`config.mk`:
```
export PLATFORM = sky130hd
export DESIGN_NAME = primality_trial_division
export DESIGN_NICKNAME = d
export VERILOG_FILES = /design/src/hw/rtl/ptd_pkg.sv /design/src/hw/rtl/ptd_sequencer.sv /design/src/hw/rtl/ptd_datapath.sv /design/src/hw/rtl/primality_trial_division.sv
export SDC_FILE = /design/constraint.sdc
export NUM_CORES = 2
export LEC_CHECK = 0
export BUFFER_PORTS_ARGS = -buffer_cell sky130_fd_sc_hd__buf_2
export CAP_MARGIN = 10
export CORE_UTILIZATION = 36
export DETAILED_ROUTE_END_ITERATION = 6
export RECOVER_POWER = 50
export SLEW_MARGIN = 10
export SYNTH_ARGS = -nofsm -noshare
export SYNTH_HDL_FRONTEND = slang
export SYNTH_SLANG_ARGS = --single-unit
export TNS_END_PERCENT = 10
```
`constraint.sdc`:
```
create_clock -name clk -period 8.7 [get_ports clk]
set_input_delay 0.87 -clock clk [delete_from_list [all_inputs] [get_ports clk]]
set_output_delay 0.87 -clock clk [all_outputs]
set_load 0.03 [all_outputs]
```
`src/hw/rtl/ptd_pkg.sv`:
```
// ----------------------------------------------------------------------------
// ptd_pkg
// Shared constants, types and the microprogram of the trial division
// primality tester.
// ----------------------------------------------------------------------------
package ptd_pkg;

  localparam int DATA_WIDTH = 32;
  localparam int CNT_W      = $clog2(DATA_WIDTH);
  localparam int STEP_W     = 4;
  localparam int PROG_LEN   = 11;

  typedef logic [3:0]        op_t;
  typedef logic [2:0]        cond_t;
  typedef logic [STEP_W-1:0] step_t;

  localparam op_t OP_NOP      = 4'd0;
  localparam op_t OP_LOAD     = 4'd1;
  localparam op_t OP_SQUARE   = 4'd2;
  localparam op_t OP_DIV_INIT = 4'd3;
  localparam op_t OP_DIV_STEP = 4'd4;
  localparam op_t OP_INC      = 4'd5;
  localparam op_t OP_SET_PASS = 4'd6;
  localparam op_t OP_SET_FAIL = 4'd7;
  localparam op_t OP_EMIT     = 4'd8;

  localparam cond_t COND_NONE     = 3'd0;
  localparam cond_t COND_ALWAYS   = 3'd1;
  localparam cond_t COND_START    = 3'd2;
  localparam cond_t COND_SMALL    = 3'd3;
  localparam cond_t COND_SQ_GT    = 3'd4;
  localparam cond_t COND_DIV_LAST = 3'd5;
  localparam cond_t COND_REM_ZERO = 3'd6;
  localparam cond_t COND_OUT_FREE = 3'd7;

  localparam step_t STEP_IDLE     = 4'd0;
  localparam step_t STEP_CHECK    = 4'd1;
  localparam step_t STEP_SQUARE   = 4'd2;
  localparam step_t STEP_CMP_SQ   = 4'd3;
  localparam step_t STEP_DIV_INIT = 4'd4;
  localparam step_t STEP_DIV_STEP = 4'd5;
  localparam step_t STEP_REM_CHK  = 4'd6;
  localparam step_t STEP_INC      = 4'd7;
  localparam step_t STEP_PASS     = 4'd8;
  localparam step_t STEP_FAIL     = 4'd9;
  localparam step_t STEP_EMIT     = 4'd10;

  // When the condition holds the sequencer jumps to target; otherwise it
  // stays on the step if hold is set and advances by one if not.
  typedef struct packed {
    op_t   op;
    cond_t cond;
    step_t target;
    logic  hold;
  } ctrl_t;

  typedef struct packed {
    logic start;
    logic trivial;
    logic sq_gt;
    logic div_last;
    logic rem_zero;
    logic out_free;
  } status_t;

  function automatic ctrl_t ptd_ucode(input step_t step);
    ctrl_t cw;
    unique case (step)
      STEP_IDLE:     cw = '{OP_LOAD,     COND_START,    STEP_CHECK,    1'b1};
      STEP_CHECK:    cw = '{OP_NOP,      COND_SMALL,    STEP_FAIL,     1'b0};
      STEP_SQUARE:   cw = '{OP_SQUARE,   COND_NONE,     STEP_IDLE,     1'b0};
      STEP_CMP_SQ:   cw = '{OP_NOP,      COND_SQ_GT,    STEP_PASS,     1'b0};
      STEP_DIV_INIT: cw = '{OP_DIV_INIT, COND_NONE,     STEP_IDLE,     1'b0};
      STEP_DIV_STEP: cw = '{OP_DIV_STEP, COND_DIV_LAST, STEP_REM_CHK,  1'b1};
      STEP_REM_CHK:  cw = '{OP_NOP,      COND_REM_ZERO, STEP_FAIL,     1'b0};
      STEP_INC:      cw = '{OP_INC,      COND_ALWAYS,   STEP_SQUARE,   1'b0};
      STEP_PASS:     cw = '{OP_SET_PASS, COND_ALWAYS,   STEP_EMIT,     1'b0};
      STEP_FAIL:     cw = '{OP_SET_FAIL, COND_NONE,     STEP_IDLE,     1'b0};
      STEP_EMIT:     cw = '{OP_EMIT,     COND_OUT_FREE, STEP_IDLE,     1'b1};
      default:       cw = '{OP_NOP,      COND_ALWAYS,   STEP_IDLE,     1'b0};
    endcase
    return cw;
  endfunction

endpackage

```
`src/hw/rtl/ptd_sequencer.sv`:
```
// ----------------------------------------------------------------------------
// ptd_sequencer
// Step counter and microprogram table; evaluates the branch condition of
// each control word against the datapath status.
// ----------------------------------------------------------------------------
module ptd_sequencer (
  input  logic            clk,
  input  logic            rst,
  input  ptd_pkg::status_t status,
  output ptd_pkg::ctrl_t   ctrl
);
  import ptd_pkg::*;

  step_t step;
  step_t step_next;
  logic  cond_true;

  always_comb begin
    ctrl = ptd_ucode(step);
    unique case (ctrl.cond)
      COND_NONE:     cond_true = 1'b0;
      COND_ALWAYS:   cond_true = 1'b1;
      COND_START:    cond_true = status.start;
      COND_SMALL:    cond_true = status.trivial;
      COND_SQ_GT:    cond_true = status.sq_gt;
      COND_DIV_LAST: cond_true = status.div_last;
      COND_REM_ZERO: cond_true = status.rem_zero;
      COND_OUT_FREE: cond_true = status.out_free;
      default:       cond_true = 1'b0;
    endcase
    priority if (cond_true) begin
      step_next = ctrl.target;
    end else if (ctrl.hold) begin
      step_next = step;
    end else begin
      step_next = step + step_t'(1);
    end
  end

  always_ff @(posedge clk) begin
    if (rst) begin
      step <= STEP_IDLE;
    end else begin
      step <= step_next;
    end
  end

`ifndef SYNTHESIS
  a_step_range: assert property (@(posedge clk) disable iff (rst)
    step < step_t'(PROG_LEN))
    else $error("step counter left the program");
  a_div_hold: assert property (@(posedge clk) disable iff (rst)
    (step == STEP_DIV_STEP && !status.div_last) |=> step == STEP_DIV_STEP)
    else $error("division left before its last bit");
  a_emit_wait: assert property (@(posedge clk) disable iff (rst)
    (step == STEP_EMIT && !status.out_free) |=> step == STEP_EMIT)
    else $error("result dropped while output busy");
`endif

endmodule

```
`src/hw/rtl/ptd_datapath.sv`:
```
// ----------------------------------------------------------------------------
// ptd_datapath
// Candidate and divisor registers, squaring multiplier, bit-serial
// restoring remainder unit and the output register.
// ----------------------------------------------------------------------------
module ptd_datapath (
  input  logic                               clk,
  input  logic                               rst,
  input  ptd_pkg::ctrl_t                     ctrl,
  output ptd_pkg::status_t                   status,
  input  logic                               in_valid,
  output logic                               in_ready,
  input  logic signed [ptd_pkg::DATA_WIDTH-1:0] candidate,
  output logic                               out_valid,
  input  logic                               out_ready,
  output logic                               is_prime
);
  import ptd_pkg::*;

  logic [DATA_WIDTH-1:0]   value;
  logic [DATA_WIDTH-1:0]   divisor;
  logic [2*DATA_WIDTH-1:0] square;
  logic [DATA_WIDTH-1:0]   rem;
  logic [DATA_WIDTH-1:0]   shift;
  logic [CNT_W-1:0]        cnt;
  logic                    verdict;
  logic [DATA_WIDTH:0]     trial;
  logic [DATA_WIDTH:0]     diff;
  logic                    out_free;

  assign trial    = {rem, shift[DATA_WIDTH-1]};
  assign diff     = trial - {1'b0, divisor};
  assign out_free = !out_valid || out_ready;
  assign in_ready = (ctrl.op == OP_LOAD);

  always_comb begin
    status.start    = in_valid;
    status.trivial  = value[DATA_WIDTH-1] || (value <= DATA_WIDTH'(1));
    status.sq_gt    = square > {{DATA_WIDTH{1'b0}}, value};
    status.div_last = (cnt == CNT_W'(DATA_WIDTH - 1));
    status.rem_zero = (rem == '0);
    status.out_free = out_free;
  end

  always_ff @(posedge clk) begin
    unique case (ctrl.op)
      OP_LOAD: begin
        value   <= candidate;
        divisor <= DATA_WIDTH'(2);
      end
      OP_SQUARE: begin
        square <= divisor * divisor;
      end
      OP_DIV_INIT: begin
        rem   <= '0;
        shift <= value;
        cnt   <= '0;
      end
      OP_DIV_STEP: begin
        shift <= {shift[DATA_WIDTH-2:0], 1'b0};
        cnt   <= cnt + CNT_W'(1);
        if (diff[DATA_WIDTH]) begin
          rem <= trial[DATA_WIDTH-1:0];
        end else begin
          rem <= diff[DATA_WIDTH-1:0];
        end
      end
      OP_INC: begin
        divisor <= divisor + DATA_WIDTH'(1);
      end
      OP_SET_PASS: begin
        verdict <= 1'b1;
      end
      OP_SET_FAIL: begin
        verdict <= 1'b0;
      end
      default: begin
      end
    endcase
  end

  always_ff @(posedge clk) begin
    if (rst) begin
      out_valid <= 1'b0;
    end else if (ctrl.op == OP_EMIT && out_free) begin
      out_valid <= 1'b1;
    end else if (out_ready) begin
      out_valid <= 1'b0;
    end
  end

  always_ff @(posedge clk) begin
    if (ctrl.op == OP_EMIT && out_free) begin
      is_prime <= verdict;
    end
  end

`ifndef SYNTHESIS
  a_divisor_min: assert property (@(posedge clk) disable iff (rst)
    (ctrl.op == OP_SQUARE) |-> divisor >= DATA_WIDTH'(2))
    else $error("divisor below two");
  a_emit_sets_valid: assert property (@(posedge clk) disable iff (rst)
    (ctrl.op == OP_EMIT && out_free) |=> out_valid)
    else $error("result not presented");
  a_rem_bound: assert property (@(posedge clk) disable iff (rst)
    (ctrl.op == OP_DIV_STEP) |=> rem < divisor)
    else $error("partial remainder not below divisor");
`endif

endmodule

```
`src/hw/rtl/primality_trial_division.sv`:
```
// A negative candidate or one below two is failed without any trial division; otherwise
// each trial divisor goes through square, compare, remainder init, one step per remainder
// bit, check and increment. Worst case is a prime near 2^31: about 46340 trials. One
// request is worked on at a time; the next is taken the cycle after the result is
// registered. Reset is synchronous and clears the step counter and the output valid flag.
// ----------------------------------------------------------------------------
// primality_trial_division
// Microcoded trial division primality tester for signed 32-bit requests.
// ----------------------------------------------------------------------------
module primality_trial_division (
  input  logic                                  clk,
  input  logic                                  rst,
  input  logic                                  in_valid,
  output logic                                  in_ready,
  input  logic signed [ptd_pkg::DATA_WIDTH-1:0] candidate,
  output logic                                  out_valid,
  input  logic                                  out_ready,
  output logic                                  is_prime
);
  import ptd_pkg::*;

  ctrl_t   ctrl;
  status_t status;

  ptd_sequencer u_seq (
    .clk    (clk),
    .rst    (rst),
    .status (status),
    .ctrl   (ctrl)
  );

  ptd_datapath u_dp (
    .clk       (clk),
    .rst       (rst),
    .ctrl      (ctrl),
    .status    (status),
    .in_valid  (in_valid),
    .in_ready  (in_ready),
    .candidate (candidate),
    .out_valid (out_valid),
    .out_ready (out_ready),
    .is_prime  (is_prime)
  );

endmodule
```
==> impl_metrics.ini <==
[cells_and_area]
num-nets-final = 5443
antennaDiodeCount = 0
area_growth_syn_to_fin_pct = 8.424
drive_gt1_share_pct = 5.768

[synthesis]
synth_seq_area_share_pct = 15.59
synthArstFlopShare_pct = 0
yosys.cell_count.top_type = sky130_fd_sc_hd__inv_1
yosysWarnings = 0
syn_nets = 5413
cell_taking_the_most_area_after_synthesis = sky130_fd_sc_hd__fa_1
mappedNetlistArea_um2 = 40310
synth.top_cells.by_area = sky130_fd_sc_hd__fa_1, sky130_fd_sc_hd__edfxtp_1, sky130_fd_sc_hd__ha_1
synth_enable_flop_cells = 198
synth_top_area_share_pct = 39.38
synth.cells.most_frequent = sky130_fd_sc_hd__inv_1, sky130_fd_sc_hd__fa_1, sky130_fd_sc_hd__nor2_1
synth_seq_cells = 215
top_flip_flop_cell_by_instance_count_after_synthesis = sky130_fd_sc_hd__edfxtp_1
synth_cells = 4214
synthesis.area_per_instance_um2 = 9.565
ys_types = 83

[timing]
rsz0062_at_grt = no
finClkSkew_ps = 49.98
timing_worst_slew_pin_value_ps = 3442
fin_tns_setup_ps = 0
setup-violations-final = 0
final_max_slew_viol_count = 269
finalHoldViolCount = 0
timing.final.crit_share_pct = 96.23
max_clock_freq_mhz = 119.5
timing.final.crit_period_ps = 8372
maxSlewHeadroom_pct = -129.5

[global_routing]
grt_pass1_vias = 31150
antenna_found_initial = 2
grt_pass1_wl_um = 181400
pin_count_of_the_biggest_net_entering_global_routing = 67
grt_use_total_pct = 21.04
grt_overflow = 0

[routing]
drt_iter0_drc = 1994
dr.pass1.iters = 5
route.met2.wl_um = 54830
highest-signal-layer = met5
met3WireLength_um = 8443
routed_wirelength_um = 115700
drc_markers = 0
via_per_inst = 5.068
final_antenna_net_count = 0
wl_met1_um = 47460
routedWlPerCell_um = 20.11
dr_total_vias = 29160

[worst_setup_path]
crit_path_cell_trace = clkinv_2 -> nor2_1 -> fa_1 -> fa_1 -> inv_1 -> fa_1 -> fa_1 -> inv_1 -> fa_1 -> fa_1 -> fa_1 -> fa_1 -> ha_1 -> and3_1 -> nand2_1 -> a2111oi_1 -> a211oi_2 -> o31ai_1 -> buf_4 -> nor4b_1 -> or2_1 -> a311o_1 -> o211ai_1
worst_r2r_startpoint = u_dp.divisor[9]$_SDFFCE_PN0P_
setup.worst_path.start_class = register
r2r_setup_slack_ps = 330
worstPathMaxFanout = 17
timing.reg2reg.worst_path_depth = 23
worstPathRequired_ps = 9020
timing.critical_path.mode_cell = sky130_fd_sc_hd__fa_1
worst-setup-path-type = register to register
rr_endpoint = u_dp.square[63]$_DFFE_PN_
critical_path.max_stage_delay_ps = 580
end_kind = register
critical_path_arrival_ps = 8690
cp_slowest_cell = sky130_fd_sc_hd__fa_1

[flow_run]
maxCapViolations = 6

[die]
dieHeight_um = 336.6
design.core.area_um2 = 110800
floorplan.die_area_um2 = 113300
placement_rows = 122
boundaryPins = 39
floorplan.initialDensity_pct = 36.37
fp.dieW_um = 336.6

[place]
port_buffers = 38
gpl.final_weighted_congestion = 0.9796
hpwlAfterDp_um = 95140

[clocking]
cts_hold_repair.buffers = 0
cts_max_level = 1
worst_skew_pair.late_latency_ps = 620
cts-buffers-inserted = 28
clock_tree.buffer_depth = 3
worst_setup_hold_path_clk_slew_ps = 60
cts_tree = built
cts_root_buf = sky130_fd_sc_hd__clkbuf_16
cts_sinks = 215

[worst_hold_path]
worstHoldEndpoint = u_dp.is_prime$_DFFE_PP_
min_path_cells = 0
worstHoldPathType = register to register
min_from = u_dp.verdict$_DFFE_PP_

[outcome]
violations = capacitance limit, slew limit
outcome = finished with violations
==> worst max-delay path: cells and delay by family, from the launching register on <==
| family | cells | cell delay (ps) |
|---|---|---|
| AO/OA/AOI/OAI | 5 | 1150 |
| adder cells (fa/ha/maj) | 9 | 4580 |
| buffers and inverters | 4 | 720 |
| flip-flops | 1 | 370 |
| AND/OR/NAND/NOR | 5 | 1230 |
==> layout by cell type, fill, tap and decap left out, types with 99 or more instances in the layout <==
master                     instances
sky130_fd_sc_hd__inv_1          1040
sky130_fd_sc_hd__fa_1            793
sky130_fd_sc_hd__nor2_1          381
sky130_fd_sc_hd__ha_1            370
sky130_fd_sc_hd__nand2_1         365
sky130_fd_sc_hd__edfxtp_1        198
sky130_fd_sc_hd__a21oi_1         123
sky130_fd_sc_hd__buf_4           103
sky130_fd_sc_hd__xnor2_1         102
sky130_fd_sc_hd__o21ai_0          99
==> per-stage QoR <==
step	cell area [µm²]	std cells	utilization [%]	hold slack, ps	worst slack (ps)
final	43700	5753	39.44	427.2	328.3
after floorplan	40310	4214	-	400.3	731.6
after detailed placement	42640	5698	38.48	416.3	289.9
after global placement	42640	5698	38.48	408.2	366.3
after global routing	43700	5753	39.44	407.2	2.124
after CTS	43690	5749	39.42	384.6	225.9
==> routing by layer <==
metal	vias to the layer above	GRT usage [%]
met4	2	7.872
li1	13090	-
met2	972	34.58
met5	-	0
met3	218	3.468
met1	14870	27.82
==> layout make-up <==
type                    instances  area [µm²]
clock buffers                  37       839.6
clock inverters                14       206.4
fillers                     11140       67120
inverters                    1053        3965
multi-input cells            2797       29520
flip-flops and latches        215        6286
well taps                    1488        1862
repair buffers                149        1022
==> cells by family after synthesis <==
kind of cell | after synthesis | share of synthesized area (%)
AO/OA/AOI/OAI | 451 | 7.245
buffers and inverters | 1202 | 11.22
multiplexers | 32 | 0.8070
AND/OR/NAND/NOR | 999 | 10.96
flip-flops | 215 | 15.59
XOR/XNOR | 152 | 3.303
adder cells (fa/ha/maj) | 1163 | 50.87
==> worst max path at each step <==
stage / from / end / slack (ps) / cells past startpoint
5_1_grt: u_dp.divisor[8]$_SDFFCE_PN0P_ / u_dp.square[57]$_DFFE_PN_ / 2 / 25
6_report: u_dp.divisor[9]$_SDFFCE_PN0P_ / u_dp.square[63]$_DFFE_PN_ / 330 / 23
2_1_floorplan: u_dp.divisor[12]$_SDFFCE_PN0P_ / u_dp.square[63]$_DFFE_PN_ / 730 / 26
4_1_cts: u_dp.divisor[23]$_SDFFCE_PN0P_ / u_dp.square[63]$_DFFE_PN_ / 230 / 23
3_3_place_gp: u_dp.divisor[23]$_SDFFCE_PN0P_ / u_dp.square[63]$_DFFE_PN_ / 370 / 23
3_5_place_dp: u_dp.divisor[23]$_SDFFCE_PN0P_ / u_dp.square[63]$_DFFE_PN_ / 290 / 23
==> registers in the layout (all words and copies together), names as in the netlist <==
name,cells
u_dp.cnt,5
u_dp.rem,32
u_dp.square,63
u_dp.value,32
u_dp.is_prime,1
u_dp.divisor,32
u_seq.step,4
u_dp.verdict,1
u_seq.ctrl,12
u_dp.out_valid,1
u_dp.shift,32
==> timing repair <==
item | in CTS | in global routing
endpoints found under the setup margin | 0 | 3
buffers inserted | 0 | 4
resized for setup | 0 | 8
Power is left out: the tool's default activity adds up to more than one toggle a clock period on the data nets, which glitch-free logic cannot reach.
